--- src/rtl/core/swmq_ram.sv ---
// ----------------------------------------------------------------------------
// swmq_ram: generic single write, single read RAM
// One write port, one read port with registered read data.
// ----------------------------------------------------------------------------
`default_nettype none

module swmq_ram #(
	parameter int WIDTH = 8,
	parameter int DEPTH = 16
) (
	input  wire logic                     clk,
	input  wire logic                     we,
	input  wire logic [$clog2(DEPTH)-1:0] waddr,
	input  wire logic [WIDTH-1:0]         wdata,
	input  wire logic [$clog2(DEPTH)-1:0] raddr,
	output logic      [WIDTH-1:0]         rdata
);

	logic [WIDTH-1:0] mem_q [DEPTH];

	// write and registered read
	always_ff @(posedge clk) begin
		if (we) begin
			mem_q[waddr] <= wdata;
		end
		rdata <= mem_q[raddr];
	end

endmodule

`default_nettype wire

--- config.mk ---
export PLATFORM = sky130hd
export DESIGN_NAME = swmq_ram
export DESIGN_NICKNAME = d
export VERILOG_FILES = /design/src/rtl/core/swmq_ram.sv
export SDC_FILE = /design/constraint.sdc
export NUM_CORES = 1
export LEC_CHECK = 0
export BUFFER_PORTS_ARGS = -buffer_cell sky130_fd_sc_hd__buf_2
export CAP_MARGIN = 0
export CORE_MARGIN = 2
export CORE_UTILIZATION = 40
export DETAILED_ROUTE_END_ITERATION = 6
export GPL_TIMING_DRIVEN = 0
export SETUP_SLACK_MARGIN = 0.4
export SYNTH_ARGS = -nofsm -noshare
export SYNTH_HDL_FRONTEND = slang
export SYNTH_SLANG_ARGS = --single-unit
--- constraint.sdc ---
create_clock -name clk -period 2 [get_ports clk]
set_clock_uncertainty 0.2 [all_clocks]
set_input_delay 0.3 -clock clk [delete_from_list [all_inputs] [get_ports clk]]
set_output_delay 0.3 -clock clk [all_outputs]
set_load 0.02 [all_outputs]
Word-level counts from Yosys, hierarchy flattened
Memory sizes are Yosys's and may differ from the RTL's. A register that Yosys moved wholly into a read port is not among the register bits.
Index checks and enable logic that the tools add are counted.
Storage, ports and cells
  bits in latches: 0
  bits of input ports: 18
  ROM bits: 0
  memories kept: 1
  RAM bits: 128
  word-level logic and storage cells: 3
  register bits: 0
Operators by class
  bitwise logic cells: 0
  div/mod/pow operators: 0
  reduce and logical (&&, ||, !) cells: 0
  magnitude comparators: 0
  multipliers: 0
  mux-type cells: 2
  shifts and indexed selects: 0
  equal/unequal tests: 0
  add/sub/neg operators: 0
Memories
  mem_q: words 16, width 8, rd ports 1, clocked after Yosys merged registers in 1, write ports 1, line 19  | logic [WIDTH-1:0] mem_q [DEPTH];
Operators by type and width (count)
  two-way mux 1 bit: 2

Longest topological paths before layout
Gate-level depths: netlist (run 1).
  depth after elaboration: 2
  mapped depth: 5
  mapped depth without buffers: 3

Worst setup path after synthesis (run 1)
OpenSTA, ideal clock, no wires.
  path type: input-to-reg
  start: input port waddr[2]
  end: memory mem_q[0][0] (enable)
  data arrival time: 1.410 ns
  path slack: 0.007 ns
  stages: 2
  setup time: 0.383 ns
  path through: or3b_2 > nor3_1
RTL lines
  start, declared: line 13  | input wire logic [$clog2(DEPTH)-1:0] waddr,
  end, declared: line 19
No word-level cell before the write port.

Worst setup path after layout (run 1)
  start: input port waddr[0]
  end: memory mem_q[14][5] (enable)
No word-level cell before the write port.

==> results.txt, run 1 <==
----------------------------------------------------
[Status]
  Result of the run ... complete, no violations

[STA]
  Final hold violation count ... 0
  Relative slew margins ... 42.50%
  Count of final setup violators ... 0
  Final critical-path share of the clock period ... 78.59%
  Number of pins with negative max-slew slack in the final report ... 0
  Setup repair after global routing missed its margin ... true
  Time the worst path needs with I/O delays and setup ... 1.572 ns
  Worst Tran Pin Value ... 0.8593 ns
  Setup slack after layout ... 0.4283 ns
  Maximum frequency from static timing analysis ... 636.3 MHz

[Layout]
  Number of fillers in the final layout ... 1038
  Fin util ... 48.48%
  Reg area ... 4004 um^2
  Layout cells sized above 1 ... 30.88%
  Number of nets in the layout ... 290
  Final Cell Area ... 6093 um^2
  Synthesis-to-layout area growth ... 18.38%
  Area of the multi-input gates ... 1109 um^2
  Number of diodes added for antenna fixing ... 0

[Clock network]
  Setup fix buffers added after clock tree synthesis ... 0
  Post_cts resized ... 0
  CTS clk-pin slew, worst paths ... 0.05 ns
  CTS tree ... built
  Sink count of the clock tree ... 136
  Clock H-tree levels ... 4
  CTS Buf Count ... 17
  Buffer levels on the longest clock path ... 2
  Cell at the root of the clock tree ... sky130_fd_sc_hd__clkbuf_16
  Hold-fix buffers at CTS ... 0
  Clk_lat worst skew ... 0.41 ns

[Yosys]
  Number of enable flip-flop cells after synthesis ... 128
  Fraction of registers with async set/reset ... 0%
  Synthesized area ... 5147 um^2
  Post-Synth XOR/XNOR Area ... 0%
  Synth Area in Compound Gates ... 2.333%
  Dominant combinational cell family by area after synthesis ... multiplexers
  Most common cell in the synthesized netlist ... sky130_fd_sc_hd__edfxtp_1
  Library cell with the largest summed area after synthesis ... sky130_fd_sc_hd__edfxtp_1
  Most numerous cell types in the synthesized netlist ... 128 x sky130_fd_sc_hd__edfxtp_1, 18 x sky130_fd_sc_hd__mux4_2, 16 x sky130_fd_sc_hd__a22oi_1, 14 x sky130_fd_sc_hd__mux4_1, 13 x sky130_fd_sc_hd__nor2_1
  Synth Area in Simple Gates ... 3.184%
  Flip-flop and latch count after synthesis ... 136
  Top FF cell, synth ... sky130_fd_sc_hd__edfxtp_1
  Number of warning messages in the yosys log ... 0
  Area share of the largest cell type after synthesis ... 74.67%
  Synth area leaders ... sky130_fd_sc_hd__edfxtp_1 75%, sky130_fd_sc_hd__mux4_2 7.9%, sky130_fd_sc_hd__mux4_1 7.1%, sky130_fd_sc_hd__dfxtp_1 3.1%, sky130_fd_sc_hd__a22oi_1 2.3%
  Part of the Yosys area used for sequential elements ... 77.78%
  Number of instances in the synthesized netlist ... 229
  Net Count, Synth ... 247
  Synth Area in Adders ... 0%
  Synth unique cells ... 19
  Multiplexer fraction of the synthesized cell area ... 15.02%
  Mapped Avg Cell Area ... 22.48 um^2

[Placement]
  Final RePlAce weighted congestion ... 0.7108
  Total placed instance area ... 5527 um^2
  Placement Setup Slack ... -0.01094 ns
  Final HPWL DP ... 6.339 mm
  Port Buffer Count ... 24

[Global route]
  Aggregate global routing overflow ... 0
  Largest net degree at the start of global routing ... 17
  GRT Resource Usage Total ... 15.97%
  Vias in the first global route ... 2414
  Initial antenna violation count ... 0
  First-pass GRT wire length ... 15.19 mm

[Critical path]
  Setup CP Type ... in -> reg
  Critical path data arrival time ... 1.40 ns
  Worst EP required ... 1.83 ns
  Depth of the worst register-to-register path ... 3
  Kind of end point of the critical path ... flop
  FF-to-FF Start ... mem_q[12][0]
  Endpoint of the most critical register-to-register path ... rdata[0]
  Worst Path Max Fanout ... 8
  Worst setup SP type ... primary input
  R2R setup slack ... 0.44 ns

[Floorplan]
  Core Footprint ... 12570 um^2
  Starting Density ... 40.96%
  Die ar. ... 13790 um^2
  Die extent in y ... 117.4 um
  Number of primary I/O pins ... 26
  Horiz. Die Dim ... 117.4 um
  Core Rows ... 41

[Detailed routing]
  First-pass DRT Iterations ... 4
  Post-detailed-route via-to-cell ratio ... 5.140
  Wire length after detailed routing ... 10.06 mm
  Residual DRC ... 0
  DR WL/cell ... 22.01 um
  Total number of vias ... 2349
  Post-DRT Antenna Nets ... 0
  Drt initial violations ... 195

[Hold path]
  HP Start ... wdata[6]
  Hold Path Class ... in -> reg
  Worst Hold Endpoint ... mem_q[15][6]
  Hold Path Cell Cnt ... 1

[Flow run]
  Number of max-cap violations ... 0

[Pwr]
  Largest voltage drop on the vdd net ... 499.9 uV
  Power per standard cell area ... 1052 nW/um^2
  Static leakage power ... 2.024 nW

----------------------------------------------------
cell type report:
cell class / count / area share, %
Clock buffer: 28 / 8.316
Multi-Input combinational cell: 83 / 18.19
Clock inverter: 4 / 0.7392
Timing Repair Buffer: 24 / 1.971
Tap cell: 172 / 3.532
Buffer: 10 / 1.540
Sequential cell: 136 / 65.71
worst max path at each step:
stage	from	end	slack, ns
after global placement	raddr[0]	rdata[0]	0.03
after CTS	mem_q[14][0]	rdata[0]	0.42
after floorplan	raddr[0]	rdata[1]	0.36
after global routing	waddr[0]	mem_q[10][3]	0.39
after detailed placement	raddr[0]	rdata[0]	-0.01
final	waddr[0]	mem_q[14][5]	0.43
cell families (layout without fill, tap and decap cells):
family,count (synthesis),count (layout)
AOI/OAI and AO/OA,16,16
buffers and inverters,10,66
DFF,136,136
muxes,32,32
and+or+nand+nor,35,35
through the flow:
stage | hold slack [ns] | total power, mW | instances | setup TNS, ns
after detailed placement | 0.4691 | 3.601 | 425 | -0.01094
after global routing | 0.08703 | 6.615 | 457 | 0
after floorplan | 0.1989 | 3.450 | 229 | 0
after CTS | 0.07646 | 6.474 | 457 | 0
after global placement | 0.4539 | 3.590 | 425 | 0
final | 0.09648 | 6.413 | 457 | 0
routing by layer:
layer / global-route usage, % / part of all wire (%)
met4: 7.229 / 0.69
met5: 0 / 0
met3: 4.523 / 4.6
met2: 23.79 / 50
met1: 21.99 / 45
worst max-delay path: stages:
cell                       delay [ns]
sky130_fd_sc_hd__buf_2           0.17
sky130_fd_sc_hd__nand2b_1        0.24
sky130_fd_sc_hd__nor2_1          0.69
report_power, final:
part           internal (mW)  switching [mW]
Combinational          0.132           0.207
Sequential              3.19          0.0137
Clock                   1.84            1.04
placed cells by master, fill, tap and decap left out, drive strengths merged, types with 2 or more instances in the layout:
cell / synthesis / routed
nor3: 4 / 4
clkinv: 0 / 3
clkdlybuf4s25: 3 / 3
edfxtp: 128 / 128
clkbuf: 0 / 28
nand2b: 2 / 2
nor2: 13 / 13
dfxtp: 8 / 8
mux4: 32 / 32
buf: 7 / 31
nand3b: 2 / 2
a22oi: 16 / 16
nand2: 9 / 9
state kept, by name, indices dropped and copies added (netlist names):
register,count
mem_q,128
rdata,8
(Power assumes the default switching activity.)
==> run 2: changes to the inputs <==
--- a/config.mk
+++ b/config.mk
@@ -5,6 +5,7 @@
 export SDC_FILE = /design/constraint.sdc
 export NUM_CORES = 1
 export LEC_CHECK = 0
+export ABC_AREA = 1
 export BUFFER_PORTS_ARGS = -buffer_cell sky130_fd_sc_hd__buf_2
 export CAP_MARGIN = 0
 export CORE_MARGIN = 2
==> constraint.sdc (replaced) <==
create_clock -name clk -period 1.3 [get_ports clk]
set_clock_uncertainty 0.2 [all_clocks]
set_input_delay 0.195 -clock clk [delete_from_list [all_inputs] [get_ports clk]]
set_output_delay 0.195 -clock clk [all_outputs]
set_load 0.02 [all_outputs]
==> results.txt, run 2 <==
----------------------------------------------------
[Layout]
  Register with the highest flop count ... mem_q
  Number of diodes added for antenna fixing ... 0 (unchanged)
  Number of flip-flops in the largest register ... 128 (unchanged)
  Number of nets in the layout ... 628 (+120%)
  Layout cells sized above 1 ... 32.42% (+1.5 points)
  Number of fillers in the final layout ... 1175 (+13%)
  Most frequent standard cell in the layout excluding fill and tap cells ... sky130_fd_sc_hd__nand2_1
  Biggest registers after layout ... mem_q (128), rdata (8)
  Non-filler instance count after layout ... 803 (+76%)
  Synthesis-to-layout area growth ... 32.83%
  Leading cell types in the layout, fill and taps excluded ... 134 x sky130_fd_sc_hd__nand2_1, 128 x sky130_fd_sc_hd__edfxtp_1, 96 x sky130_fd_sc_hd__inv_1, 55 x sky130_fd_sc_hd__nand3_1, 41 x sky130_fd_sc_hd__nand3_2

[Critical path]
  Worst Path Buf+Inv ... 1 (unchanged)
  Kind of end point of the critical path ... output pin
  Worst EP required ... 0.90 ns (-0.93 ns)
  Worst setup SP type ... flop
  Worst path cell trace ... buf_6
  Depth of the worst register-to-register path ... 6 (+3)
  Source of the critical timing path ... rdata[2]
  Worst Path Max Fanout ... 1 (-7)
  FF-to-FF Start ... mem_q[13][1]
  Logic depth of the worst setup path including buffers ... 1 (-2)
  Largest delay contributor family on the critical path ... flip-flops
  Slowest stage delay, CP ... 0.32 ns (-0.37 ns)
  Critical path data arrival time ... 0.86 ns (-0.54 ns)
  Setup CP Type ... reg -> out
  Slowest stage cell on the critical path ... sky130_fd_sc_hd__dfxtp_2

[Global route]
  GRT Resource Usage Total ... 20.79% (+4.8 points)
  Vias in the first global route ... 3894 (+61%)
  Initial antenna violation count ... 0 (unchanged)
  Aggregate global routing overflow ... 0 (unchanged)
  First-pass GRT wire length ... 22.15 mm (+46%)
  Largest net degree at the start of global routing ... 17 (unchanged)

[Yosys]
  Fraction of registers with async set/reset ... 0% (unchanged)
  Most common cell in the synthesized netlist ... sky130_fd_sc_hd__nand2_1
  Area share of the largest cell type after synthesis ... 66.65% (-8.0 points)
  Net Count, Synth ... 569 (+130%)
  Synth Area in Compound Gates ... 0% (-2.3 points)
  Top FF cell, synth ... sky130_fd_sc_hd__edfxtp_1
  Synth area leaders ... sky130_fd_sc_hd__edfxtp_1 67%, sky130_fd_sc_hd__nand2_1 11%, sky130_fd_sc_hd__nand3_1 8.4%, sky130_fd_sc_hd__inv_1 6.5%, sky130_fd_sc_hd__dfxtp_1 2.8%
  Post-Synth XOR/XNOR Area ... 0% (unchanged)
  Mapped Avg Cell Area ... 10.47 um^2 (-53%)
  Number of instances in the synthesized netlist ... 551 (+140%)
  Multiplexer fraction of the synthesized cell area ... 0% (-15 points)
  Dominant combinational cell family by area after synthesis ... simple AND/OR/NAND/NOR gates
  Number of warning messages in the yosys log ... 0 (unchanged)
  Flip-flop and latch count after synthesis ... 136 (unchanged)
  Synthesized area ... 5767 um^2 (+12%)
  Synth Area in Adders ... 0% (unchanged)
  Part of the Yosys area used for sequential elements ... 69.43% (-8.4 points)
  Most numerous cell types in the synthesized netlist ... 173 x sky130_fd_sc_hd__nand2_1, 128 x sky130_fd_sc_hd__edfxtp_1, 100 x sky130_fd_sc_hd__inv_1, 97 x sky130_fd_sc_hd__nand3_1, 17 x sky130_fd_sc_hd__nor2_1
  Library cell with the largest summed area after synthesis ... sky130_fd_sc_hd__edfxtp_1
  Synth Area in Simple Gates ... 21.05% (+18 points)
  Synth unique cells ... 12 (-7)
  Number of enable flip-flop cells after synthesis ... 128 (unchanged)

[Pwr]
  Total power after layout ... 10.72 mW (+67%)
  Fraction of power spent switching nets ... 21.53% (+1.9 points)
  Proportion of power drawn by combinational gates ... 8.6% (+3.3 points)
  Power per standard cell area ... 1400 nW/um^2 (+33%)
  Static leakage power ... 3.208 nW (+59%)
  Register share of total power ... 46.1% (-3.8 points)
  Relative contribution of the clock network to total power ... 45.3% (+0.5 points)
  Internal cell power ... 8.415 mW (+63%)
  Switching component of the power ... 2.309 mW (+84%)
  Largest voltage drop on the vdd net ... 982.8 uV (+97%)

[Floorplan]
  Core Footprint ... 13990 um^2 (+11%)
  Horiz. Die Dim ... 124.1 um (+5.6%)
  Die ar. ... 15390 um^2 (+12%)
  Starting Density ... 41.23% (+0.27 points)
  Number of primary I/O pins ... 26 (unchanged)
  Die extent in y ... 124.1 um (+5.6%)
  Core Rows ... 43 (+4.9%)

[Status]
  Result of the run ... finished, violations left
  Failing checks ... hold timing

[STA]
  Final hold violation count ... 38 (+38)
  Final critical-path share of the clock period ... 96.28%
  Count of final setup violators ... 0 (unchanged)
  Post-Route Hold Slack ... -0.02894 ns (-0.1254 ns)
  Number of pins with negative max-slew slack in the final report ... 0 (unchanged)
  Time the worst path needs with I/O delays and setup ... 1.252 ns
  Setup repair after global routing missed its margin ... true
  Relative slew margins ... 71.94% (+29 points)
  Maximum frequency from static timing analysis ... 799.0 MHz
  Worst Tran Pin Value ... 0.4209 ns (-0.4384 ns)

[Clock network]
  Clock H-tree levels ... 4 (unchanged)
  Clk_lat worst skew ... 0.42 ns (about the same)
  CTS tree ... built
  Cell at the root of the clock tree ... sky130_fd_sc_hd__clkbuf_16
  Buffer levels on the longest clock path ... 2 (unchanged)
  Sink count of the clock tree ... 136 (unchanged)
  CTS clk-pin slew, worst paths ... 0.06 ns (about the same)
  CTS Buf Count ... 17 (unchanged)

[Placement]
  Final HPWL DP ... 9.186 mm (+45%)
  Port Buffer Count ... 22 (-8.3%)
  Placed Cells incl. Taps ... 753 (+77%)
  Final RePlAce weighted congestion ... 0.8966 (+26%)

[Hold path]
  Hold Path Class ... in -> reg
  Hold Path Cell Cnt ... 3 (+2)
  HP Start ... raddr[3]

[Detailed routing]
  Drt initial violations ... 314 (+61%)
  DR WL/cell ... 18.03 um (-18%)
  Wire length after detailed routing ... 14.48 mm (+44%)
  First-pass DRT Iterations ... 5 (+1)
  Total number of vias ... 3928 (+67%)
  Residual DRC ... 0 (unchanged)
  Post-detailed-route via-to-cell ratio ... 4.892 (-4.8%)
  Post-DRT Antenna Nets ... 0 (unchanged)

[Flow run]
  Number of max-cap violations ... 0 (unchanged)

----------------------------------------------------
-- run 2: cells by family (layout without fill, tap and decap cells) --
logic type / count (synthesis) / in the layout
and+or+nand+nor: 289 / 289
DFF: 136 / 136
buffers and inverters: 126 / 198
-- run 2: repair_timing --
action / in CTS / in global routing
pin swaps: 37 / 43
cloned: 0 / 0
endpoints found under the setup margin: 144 / 131
resized for setup: 79 / 36
setup buffers: 17 / 1
endpoints found under the hold margin: 42 / 13
-- run 2: final timing paths --
path / endpoint / slack, ns
setup reg to reg: rdata[1] / 0.14
hold reg to reg: rdata[3] / 0.50
setup / recovery: rdata[2] / 0.05
hold / removal: rdata[5] / -0.03
-- run 2: final cells by class --
class | instances | area (um^2) | share of cell area (%)
Sequential cell | 136 | 4014 | 52.40
Multi-Input combinational cell | 289 | 1699 | 22.18
Timing Repair Buffer | 40 | 483.0 | 6.305
Clock buffer | 20 | 436.7 | 5.701
Inverter | 102 | 395.4 | 5.162
Buffer | 24 | 250.2 | 3.267
Tap cell | 180 | 225.2 | 2.940
Clock inverter | 12 | 156.4 | 2.042
-- run 2: per-stage QoR --
stage          cell area (um^2)  setup slack, ns  utilization, %  TNS [ns]
6_report                   7660          0.04838           54.76         0
5_1_grt                    7660          0.03144           54.76         0
4_1_cts                    7507          0.03833           53.67         0
3_5_place_dp               6361          -0.5190           45.47    -32.88
3_3_place_gp               6361          -0.5013           45.47    -30.41
2_1_floorplan              6026          0.03136               -         0
-- run 2: routing by layer --
metal | wire (um) | up-vias | track usage, %
met1 | 6428 | 1868 | 27.42
met4 | 399 | 0 | 9.551
met5 | 0 | - | 0
met3 | 861 | 32 | 4.304
met2 | 6784 | 134 | 33.09
li1 | - | 1894 | -
-- run 2: power groups by stage --
stage / Combinational (mW) / Clock, mW / Sequential (mW)
final: 0.927 / 4.85 / 4.94
after global routing: 1.00 / 5.10 / 4.95
after CTS: 0.879 / 4.90 / 4.94
after detailed placement: 0.746 / 0 / 5.02
after global placement: 0.734 / 0 / 5.02
after floorplan: 0.416 / 0 / 5.05
